==> src/hdl/tcc_pkg.sv <==
`default_nettype none

package tcc_pkg;

    // Configuration register widths and indexes
    localparam int CFG_DATA_BITS  = 24;
    localparam int CFG_INDEX_BITS = 8;

    localparam logic [CFG_INDEX_BITS-1:0] CFG_MIN_SEPARATION  = 8'd0;
    localparam logic [CFG_INDEX_BITS-1:0] CFG_MATCH_TOLERANCE = 8'd1;

    localparam logic [CFG_DATA_BITS-1:0] MIN_SEPARATION_RESET  = 24'd819;
    localparam logic [CFG_DATA_BITS-1:0] MATCH_TOLERANCE_RESET = 24'd410;

    // Result reason codes
    localparam logic [1:0] FAIL_NONE       = 2'd0;
    localparam logic [1:0] FAIL_SRC_SHORT  = 2'd1;
    localparam logic [1:0] FAIL_DST_SHORT  = 2'd2;
    localparam logic [1:0] FAIL_MISMATCH   = 2'd3;

    // Sum of squares sequence: difference, square, accumulate over three axes
    localparam logic [2:0] SUM_STEP_LAST = 3'd4;
    localparam logic [2:0] SIDE_LAST     = 3'd5;

    typedef enum logic [2:0] {
        ST_IDLE,
        ST_SUM,
        ST_LOAD,
        ST_ROOT,
        ST_CHECK,
        ST_EMIT
    } state_t;

    // Commands from the controller to the datapath
    typedef struct packed {
        logic       capture;     // take the input word into a point slot
        logic [1:0] slot;        // point slot 0..2
        logic       clear_flags; // start of a new triple
        logic       is_target;   // side belongs to the target triangle
        logic [1:0] pair;        // side 0: p0-p1, 1: p0-p2, 2: p1-p2
        logic [1:0] axis;        // coordinate for the difference stage
        logic       diff_en;
        logic       sq_en;
        logic       acc_clear;
        logic       acc_en;
        logic       root_load;
        logic       root_step;
        logic       check;
        logic       emit;
    } cmd_t;

endpackage

`default_nettype wire

==> src/hdl/tcc_ctrl.sv <==
`default_nettype none

module tcc_ctrl
    import tcc_pkg::*;
#(
    parameter int COORD_BITS = 24
) (
    input  wire logic clk,
    input  wire logic rst_n,
    input  wire logic start,
    output logic      busy,
    output logic      done,
    output cmd_t      cmd
);

    localparam int ROOT_BITS = COORD_BITS + 1;
    localparam int ITER_BITS = $clog2(ROOT_BITS);
    localparam logic [ITER_BITS-1:0] ITER_LAST = ITER_BITS'(ROOT_BITS - 1);

    state_t               state_reg, state_next;
    logic [1:0]           pair_count_reg, pair_count_next;
    logic [2:0]           side_reg, side_next;
    logic [2:0]           step_reg, step_next;
    logic [ITER_BITS-1:0] iter_reg, iter_next;
    logic                 done_reg, done_next;
    logic                 accept;

    // Hold state and counters
    always_ff @(posedge clk or negedge rst_n)
    begin
        if (!rst_n)
        begin
            state_reg      <= ST_IDLE;
            pair_count_reg <= 2'd0;
            side_reg       <= 3'd0;
            step_reg       <= 3'd0;
            iter_reg       <= '0;
            done_reg       <= 1'b0;
        end
        else
        begin
            state_reg      <= state_next;
            pair_count_reg <= pair_count_next;
            side_reg       <= side_next;
            step_reg       <= step_next;
            iter_reg       <= iter_next;
            done_reg       <= done_next;
        end
    end

    assign busy   = (state_reg != ST_IDLE);
    assign done   = done_reg;
    assign accept = start && !busy;

    // Sequence the six sides and issue datapath commands
    always_comb
    begin
        state_next      = state_reg;
        pair_count_next = pair_count_reg;
        side_next       = side_reg;
        step_next       = step_reg;
        iter_next       = iter_reg;
        done_next       = 1'b0;

        cmd             = '0;
        cmd.is_target   = (side_reg >= 3'd3);
        cmd.pair        = (side_reg >= 3'd3) ? 2'(side_reg - 3'd3) : side_reg[1:0];
        cmd.axis        = step_reg[1:0];

        unique case (state_reg)
            ST_IDLE:
            begin
                if (accept)
                begin
                    cmd.capture = 1'b1;
                    cmd.slot    = pair_count_reg;
                    if (pair_count_reg < 2'd2)
                    begin
                        pair_count_next = pair_count_reg + 2'd1;
                    end
                    else
                    begin
                        // third point: run the whole triple
                        pair_count_next = 2'd0;
                        cmd.clear_flags = 1'b1;
                        side_next       = 3'd0;
                        step_next       = 3'd0;
                        state_next      = ST_SUM;
                    end
                end
            end
            ST_SUM:
            begin
                cmd.acc_clear = (step_reg == 3'd0);
                cmd.diff_en   = (step_reg < 3'd3);
                cmd.sq_en     = (step_reg >= 3'd1) && (step_reg <= 3'd3);
                cmd.acc_en    = (step_reg >= 3'd2);
                // square and sum stages trail the difference stage
                cmd.axis      = step_reg[1:0];
                if (step_reg == SUM_STEP_LAST)
                begin
                    state_next = ST_LOAD;
                end
                else
                begin
                    step_next = step_reg + 3'd1;
                end
            end
            ST_LOAD:
            begin
                cmd.root_load = 1'b1;
                iter_next     = '0;
                state_next    = ST_ROOT;
            end
            ST_ROOT:
            begin
                cmd.root_step = 1'b1;
                if (iter_reg == ITER_LAST)
                begin
                    state_next = ST_CHECK;
                end
                else
                begin
                    iter_next = iter_reg + ITER_BITS'(1);
                end
            end
            ST_CHECK:
            begin
                cmd.check = 1'b1;
                step_next = 3'd0;
                if (side_reg == SIDE_LAST)
                begin
                    state_next = ST_EMIT;
                end
                else
                begin
                    side_next  = side_reg + 3'd1;
                    state_next = ST_SUM;
                end
            end
            ST_EMIT:
            begin
                cmd.emit   = 1'b1;
                done_next  = 1'b1;
                state_next = ST_IDLE;
            end
            default:
            begin
                state_next = ST_IDLE;
            end
        endcase
    end

endmodule

`default_nettype wire

==> src/hdl/tcc_datapath.sv <==
`default_nettype none

module tcc_datapath
    import tcc_pkg::*;
#(
    parameter int COORD_BITS = 24
) (
    input  wire logic                        clk,
    input  wire logic                        rst_n,
    input  wire cmd_t                        cmd,
    input  wire logic signed [COORD_BITS-1:0] src_x,
    input  wire logic signed [COORD_BITS-1:0] src_y,
    input  wire logic signed [COORD_BITS-1:0] src_z,
    input  wire logic signed [COORD_BITS-1:0] dst_x,
    input  wire logic signed [COORD_BITS-1:0] dst_y,
    input  wire logic signed [COORD_BITS-1:0] dst_z,
    input  wire logic                        cfg_we,
    input  wire logic [CFG_INDEX_BITS-1:0]   cfg_index,
    input  wire logic [CFG_DATA_BITS-1:0]    cfg_data,
    output logic                             accepted,
    output logic [1:0]                       fail_reason
);

    localparam int CB        = COORD_BITS;
    localparam int SUM_BITS  = 2 * CB + 2;
    localparam int ROOT_BITS = CB + 1;
    localparam int REM_BITS  = ROOT_BITS + 2;
    localparam int CMP_BITS  = (ROOT_BITS > CFG_DATA_BITS) ? ROOT_BITS : CFG_DATA_BITS;

    // Held points, three slots for source and target
    logic [CB-1:0] sx_reg [3];
    logic [CB-1:0] sy_reg [3];
    logic [CB-1:0] sz_reg [3];
    logic [CB-1:0] tx_reg [3];
    logic [CB-1:0] ty_reg [3];
    logic [CB-1:0] tz_reg [3];

    logic [CFG_DATA_BITS-1:0] min_sep_reg;
    logic [CFG_DATA_BITS-1:0] match_tol_reg;

    logic [CB-1:0]        diff_reg;
    logic [2*CB-1:0]      sq_reg;
    logic [SUM_BITS-1:0]  acc_reg;
    logic [SUM_BITS-1:0]  rad_reg;
    logic [REM_BITS-1:0]  rem_reg;
    logic [ROOT_BITS-1:0] root_reg;
    logic [ROOT_BITS-1:0] ls_reg [3];

    logic src_short_reg, dst_short_reg, mismatch_reg;
    logic accepted_reg;
    logic [1:0] fail_reason_reg;

    logic [1:0]           idx_a, idx_b;
    logic [CB-1:0]        op_a, op_b;
    logic [CB:0]          dsub, dneg;
    logic [CB-1:0]        dmag;
    logic [REM_BITS+1:0]  shifted, trial, rem_sub;
    logic                 root_ge;
    logic [ROOT_BITS-1:0] src_len, len_diff;
    logic                 len_short, len_mismatch;
    logic [1:0]           reason;

    // Write configuration registers
    always_ff @(posedge clk or negedge rst_n)
    begin
        if (!rst_n)
        begin
            min_sep_reg   <= MIN_SEPARATION_RESET;
            match_tol_reg <= MATCH_TOLERANCE_RESET;
        end
        else if (cfg_we)
        begin
            if (cfg_index == CFG_MIN_SEPARATION)
            begin
                min_sep_reg <= cfg_data;
            end
            else if (cfg_index == CFG_MATCH_TOLERANCE)
            begin
                match_tol_reg <= cfg_data;
            end
        end
    end

    // Capture the input word into its slot
    always_ff @(posedge clk)
    begin
        if (cmd.capture)
        begin
            sx_reg[cmd.slot] <= src_x;
            sy_reg[cmd.slot] <= src_y;
            sz_reg[cmd.slot] <= src_z;
            tx_reg[cmd.slot] <= dst_x;
            ty_reg[cmd.slot] <= dst_y;
            tz_reg[cmd.slot] <= dst_z;
        end
    end

    // Select the two end points of the current side
    always_comb
    begin
        unique case (cmd.pair)
            2'd0:    begin idx_a = 2'd0; idx_b = 2'd1; end
            2'd1:    begin idx_a = 2'd0; idx_b = 2'd2; end
            default: begin idx_a = 2'd1; idx_b = 2'd2; end
        endcase

        unique case ({cmd.is_target, cmd.axis})
            3'b000:  begin op_a = sx_reg[idx_a]; op_b = sx_reg[idx_b]; end
            3'b001:  begin op_a = sy_reg[idx_a]; op_b = sy_reg[idx_b]; end
            3'b010:  begin op_a = sz_reg[idx_a]; op_b = sz_reg[idx_b]; end
            3'b100:  begin op_a = tx_reg[idx_a]; op_b = tx_reg[idx_b]; end
            3'b101:  begin op_a = ty_reg[idx_a]; op_b = ty_reg[idx_b]; end
            3'b110:  begin op_a = tz_reg[idx_a]; op_b = tz_reg[idx_b]; end
            default: begin op_a = '0; op_b = '0; end
        endcase
    end

    // Magnitude of the coordinate difference always fits in CB bits
    assign dsub = {op_a[CB-1], op_a} - {op_b[CB-1], op_b};
    assign dneg = ~dsub + (CB+1)'(1);
    assign dmag = dsub[CB] ? dneg[CB-1:0] : dsub[CB-1:0];

    // Difference, square and sum of squares, one axis a cycle
    always_ff @(posedge clk)
    begin
        if (cmd.diff_en)
        begin
            diff_reg <= dmag;
        end
        if (cmd.sq_en)
        begin
            sq_reg <= diff_reg * diff_reg;
        end
        if (cmd.acc_clear)
        begin
            acc_reg <= '0;
        end
        else if (cmd.acc_en)
        begin
            acc_reg <= acc_reg + {2'b00, sq_reg};
        end
    end

    // One root bit per cycle, two radicand bits shifted in each step
    assign shifted = {rem_reg, rad_reg[SUM_BITS-1 -: 2]};
    assign trial   = {2'b00, root_reg, 2'b01};
    assign root_ge = (shifted >= trial);
    assign rem_sub = shifted - trial;

    always_ff @(posedge clk)
    begin
        if (cmd.root_load)
        begin
            rad_reg  <= acc_reg;
            rem_reg  <= '0;
            root_reg <= '0;
        end
        else if (cmd.root_step)
        begin
            rad_reg  <= {rad_reg[SUM_BITS-3:0], 2'b00};
            rem_reg  <= root_ge ? rem_sub[REM_BITS-1:0] : shifted[REM_BITS-1:0];
            root_reg <= {root_reg[ROOT_BITS-2:0], root_ge};
        end
    end

    // Compare the finished side with the limits and its source partner
    assign src_len      = ls_reg[cmd.pair];
    assign len_diff     = (root_reg >= src_len) ? (root_reg - src_len) : (src_len - root_reg);
    assign len_short    = (CMP_BITS'(root_reg) < CMP_BITS'(min_sep_reg));
    assign len_mismatch = (CMP_BITS'(len_diff) > CMP_BITS'(match_tol_reg));

    always_ff @(posedge clk)
    begin
        if (cmd.check && !cmd.is_target)
        begin
            ls_reg[cmd.pair] <= root_reg;
        end
    end

    always_ff @(posedge clk or negedge rst_n)
    begin
        if (!rst_n)
        begin
            src_short_reg <= 1'b0;
            dst_short_reg <= 1'b0;
            mismatch_reg  <= 1'b0;
        end
        else if (cmd.clear_flags)
        begin
            src_short_reg <= 1'b0;
            dst_short_reg <= 1'b0;
            mismatch_reg  <= 1'b0;
        end
        else if (cmd.check)
        begin
            if (!cmd.is_target && len_short)
            begin
                src_short_reg <= 1'b1;
            end
            if (cmd.is_target && len_short)
            begin
                dst_short_reg <= 1'b1;
            end
            if (cmd.is_target && len_mismatch)
            begin
                mismatch_reg <= 1'b1;
            end
        end
    end

    // Source short wins over target short, which wins over mismatch
    always_comb
    begin
        priority if (src_short_reg)
        begin
            reason = FAIL_SRC_SHORT;
        end
        else if (dst_short_reg)
        begin
            reason = FAIL_DST_SHORT;
        end
        else if (mismatch_reg)
        begin
            reason = FAIL_MISMATCH;
        end
        else
        begin
            reason = FAIL_NONE;
        end
    end

    always_ff @(posedge clk)
    begin
        if (cmd.emit)
        begin
            fail_reason_reg <= reason;
            accepted_reg    <= (reason == FAIL_NONE);
        end
    end

    assign accepted    = accepted_reg;
    assign fail_reason = fail_reason_reg;

endmodule

`default_nettype wire

==> src/hdl/triangle_correspondence_check.sv <==
// The first two words of a triple are taken while idle; after the third word the result
// is strobed on done. No word is taken while busy, so a new triple waits for the result.
// The six sides run in turn through the shared root unit, which produces one bit per
// cycle for each side.
// Results are strobed on done for one cycle; the receiver cannot stall.
// Reset clears the controller and flags and loads the configuration defaults; held points stay undefined.
`default_nettype none

module triangle_correspondence_check
    import tcc_pkg::*;
#(
    parameter int COORD_BITS = 24
) (
    input  wire logic                         clk,
    input  wire logic                         rst_n,
    input  wire logic                         start,
    output logic                              busy,
    input  wire logic signed [COORD_BITS-1:0] src_x,
    input  wire logic signed [COORD_BITS-1:0] src_y,
    input  wire logic signed [COORD_BITS-1:0] src_z,
    input  wire logic signed [COORD_BITS-1:0] dst_x,
    input  wire logic signed [COORD_BITS-1:0] dst_y,
    input  wire logic signed [COORD_BITS-1:0] dst_z,
    output logic                              done,
    output logic                              accepted,
    output logic [1:0]                        fail_reason,
    input  wire logic                         cfg_valid,
    output logic                              cfg_ready,
    input  wire logic [CFG_INDEX_BITS-1:0]    cfg_index,
    input  wire logic [CFG_DATA_BITS-1:0]     cfg_data
);

    cmd_t cmd;
    logic cfg_we;

    // Configuration writes are taken in any cycle
    assign cfg_ready = 1'b1;
    assign cfg_we    = cfg_valid && cfg_ready;

    tcc_ctrl #(
        .COORD_BITS (COORD_BITS)
    ) u_ctrl (
        .clk   (clk),
        .rst_n (rst_n),
        .start (start),
        .busy  (busy),
        .done  (done),
        .cmd   (cmd)
    );

    tcc_datapath #(
        .COORD_BITS (COORD_BITS)
    ) u_datapath (
        .clk         (clk),
        .rst_n       (rst_n),
        .cmd         (cmd),
        .src_x       (src_x),
        .src_y       (src_y),
        .src_z       (src_z),
        .dst_x       (dst_x),
        .dst_y       (dst_y),
        .dst_z       (dst_z),
        .cfg_we      (cfg_we),
        .cfg_index   (cfg_index),
        .cfg_data    (cfg_data),
        .accepted    (accepted),
        .fail_reason (fail_reason)
    );

endmodule

`default_nettype wire
==> config.mk <==
export PLATFORM = sky130hd
export DESIGN_NAME = triangle_correspondence_check
export DESIGN_NICKNAME = d
export VERILOG_FILES = /design/src/hdl/tcc_pkg.sv /design/src/hdl/tcc_ctrl.sv /design/src/hdl/tcc_datapath.sv /design/src/hdl/triangle_correspondence_check.sv
export SDC_FILE = /design/constraint.sdc
export NUM_CORES = 2
export LEC_CHECK = 0
export BUFFER_PORTS_ARGS = -buffer_cell sky130_fd_sc_hd__buf_2
export CAP_MARGIN = 20
export CORE_AREA = 4 4 322 324
export DETAILED_ROUTE_END_ITERATION = 10
export DIE_AREA = 0 0 326 328
export PLACE_DENSITY = 0.76
export SYNTH_ARGS = -nofsm -noshare
export SYNTH_HDL_FRONTEND = slang
export SYNTH_SLANG_ARGS = --single-unit
==> constraint.sdc <==
create_clock -name clk -period 12.16 [get_ports clk]
set_input_delay 0.608 -clock clk [delete_from_list [all_inputs] [get_ports clk]]
set_output_delay 0.608 -clock clk [all_outputs]
set_load 0.01 [all_outputs]
==> run_results.csv <==
group,metric,value,unit
setup_path,cp_num_cells,24,
drt,drc_errors,0,
drt,drtPass1Iterations,7,
setup_path,crit_path_top_delay_cell,"edfxtp_1",
sta,slew_viol_final,0,
run,drv_cap,0,
floorplan,die_area,0.107,mm2
sta,rsz0062_at_grt,"no",
yosys,synth_area,0.0563,mm2
setup_path,cp_common_cell,"fa_1",
global_routing,gr-total-overflow,0,
sta,finClkSkew,36.2,ps
global_routing,first_global_vias,39870,
yosys,async_flop_share,0.0849,
setup_path,cp_num_buf_inv,5,
cells_and_area,drive_gt1_frac,0.0979,
global_routing,grt_start_max_net_pins,146,
drt,via_per_inst,5.79,
clock_network,cts.repair.resized,0,
yosys,synth.cells.most_frequent,"745 x inv_1, 631 x edfxtp_1, 573 x nand2_1",
sta,max_freq,116,MHz
yosys,ys_seq_elements,801,
yosys,ys_warn_count,0,
sta,holdWs,123,ps
sta,worst_slew_pin_slew,1120,ps
sta,setup_tns,0,ps
placement,dp_hpwl,96.5,mm
yosys,ys.flop_type,"edfxtp_1",
sta,post-route-period-util,0.706,
drt,routedWlPerCell,19.8,um
setup_path,r2r-end,"u_datapath.sq_reg[46]",
setup_path,end_kind,"register",
setup_path,critical_path.max_fanout,24,
global_routing,grt_usage,0.251,
yosys,synthCells,5221,
setup_path,timing.rr.start,"u_datapath.diff_reg[4]",
clock_network,cts_setup_buffers,0,
floorplan,initial_core_util,0.556,
setup_path,critPathMaxStageDelay,1070,ps
global_routing,grt_pass1_wl,215,mm
yosys,syn_area_per_cell,10.8,um2
clock_network,clockBufferDepth,3,
sta,layout_min_cycle_time,8590,ps
setup_path,worstPathArrival,9000,ps
sta,hold_violations,0,
drt,vias,39267,
cells_and_area,largest_register_ffs,75,
clock_network,cts_tree,"built",
min_path,hp-class,"input port to register",
cells_and_area,area_delta_synth_final,9.22,%
clock_network,cts_sinks,801,
floorplan,fp.dieH,328,um
clock_network,htree_levels,3,
cells_and_area,final_core_util,0.607,
setup_path,cp.required,12570,ps
floorplan,row_count,117,
yosys,synth_nets,6210,
yosys,yosys.cell_types.count,85,
floorplan,ios,186,
setup_path,critPathTopFamily,"adder cells",
outcome,status,"finished clean",
drt,ant_nets,0,
setup_path,ff2ff_path_depth,24,
clock_network,clkSlewWorstSetupHoldPaths,60,ps
setup_path,crit_chain,"nand2_1, fa_1, inv_1, fa_1, inv_1, fa_1, fa_1, inv_1, fa_1, fa_1, inv_1, fa_1, inv_1, ha_1, and4_1, and4_1, a221oi_1, a21oi_1, o41ai_1, o21ai_1, and2_1, o22a_1, a221oi_1, xnor2_1",
setup_path,critPathKind,"register to register",
clock_network,cts_buffers,84,
clock_network,root_buffer,"clkbuf_16",
yosys,synth_top_area_frac,0.337,
yosys,yosysTopAreaCell,"edfxtp_1",
floorplan,core,0.101,mm2
global_routing,grt_antenna_before_repair,13,
setup_path,crit_end,"u_datapath.sq_reg[46]",
clock_network,clk_latency,670,ps
sta,slew_headroom,0.254,
drt,wl,135,mm
floorplan,die_width,326,um
min_path,hp-start,"src_x[16]",
placement,io_buffer_count,184,
yosys,yosysMostFrequentCell,"inv_1",
setup_path,crit_start,"u_datapath.diff_reg[4]",
cells_and_area,nNetsFinal,6321,
yosys,seq_area_frac_synth,0.404,
yosys,synth_edf_count,631,
sta,setup_viol,0,
placement,routabilityCongestion,0.914,
clock_network,postCtsHoldBufs,0,
setup_path,crit_path_start_kind,"register",
yosys,synth_area_leaders,"edfxtp_1 34%, fa_1 15%, ha_1 8.6%",
cells_and_area,fillers,8056,
drt,drtIter0Drc,3226,
setup_path,rrSetupSlack,3570,ps
-- worst min path at each step --
stage	to	slack, ps	cells past startpoint
global route	u_datapath.ty_reg[0][14]	100	1
floorplan	u_ctrl.done	310	0
global placement	u_datapath.rem_reg[26]	440	2
finish	u_datapath.sx_reg[0][16]	120	1
CTS	u_datapath.sz_reg[0][15]	80	1
detailed placement	u_datapath.rem_reg[25]	460	2
-- stage by stage --
step,cell area [um2],worst slack [ps],cells
after floorplan,56300,540,5221
after global placement,58600,3800,6613
after detailed placement,58600,3630,6614
after CTS,61400,3630,6769
after global routing,61400,3230,6771
final,61400,3570,6778
-- routing by layer --
metal | vias up | wire length, um | GRT usage
li1 | 18197 | - | -
met1 | 19294 | 56300 | 0.342
met2 | 1486 | 63900 | 0.418
met3 | 282 | 9840 | 0.0381
met4 | 8 | 4420 | 0.0817
met5 | - | 53 | 0
-- worst reg2reg max path, cell delays in order, from the launching register on --
cell      delay, ps
edfxtp_1       1070
nand2_1         310
fa_1            590
inv_1            50
fa_1            480
inv_1            60
fa_1            510
fa_1            510
inv_1            50
fa_1            480
fa_1            490
inv_1            50
fa_1            500
inv_1            50
ha_1            340
and4_1          280
and4_1          240
a221oi_1        290
a21oi_1         170
o41ai_1         730
o21ai_1         170
and2_1          230
o22a_1          250
a221oi_1        350
xnor2_1         110
-- placed cells by master, fill, tap and decap left out, drive strengths merged, types with 34 or more instances in the layout --
| cell type | n |
|---|---|
| o21ai | 203 |
| dfrtp | 57 |
| fa | 424 |
| o22ai | 93 |
| ha | 385 |
| dfxtp | 102 |
| a21oi | 316 |
| mux2i | 209 |
| clkbuf | 98 |
| mux2 | 77 |
| edfxtp | 631 |
| xnor2 | 115 |
| nand2b | 38 |
| nor2b | 34 |
| nand3 | 75 |
| nor2 | 166 |
| nand2 | 573 |
| and2 | 123 |
| inv | 751 |
| clkinv | 41 |
| buf | 239 |
| xor2 | 71 |
| a21o | 121 |
-- area by class of cell --
class                           instances  area (um2)  area share
Antenna cell                            9        22.5    0.000367
Inverter                              745        2800      0.0455
Sequential cell                       801       22700       0.370
Multi-Input combinational cell       3461       30100       0.489
Tap cell                             1368        1710      0.0279
Timing Repair Buffer                  239        1370      0.0222
Clock inverter                         57         574     0.00935
Clock buffer                           98        2200      0.0357
-- kinds of logic (layout without fill, tap and decap cells) --
kind of cell / after synthesis / after routing / share of synthesized area
adders and majority gates: 809 / 809 / 0.237
and+or+nand+nor: 1170 / 1170 / 0.0961
xor gates and xnor gates: 186 / 186 / 0.0291
buffers and inverters: 959 / 1139 / 0.0644
other: 1 / 10 / 0.0000667
DFF: 801 / 801 / 0.404
muxes: 301 / 301 / 0.0586
AOI/OAI and AO/OA: 994 / 994 / 0.112
Power is not shown: default switching activity piles up to over one toggle a cycle in this logic, so the estimate is an artifact.
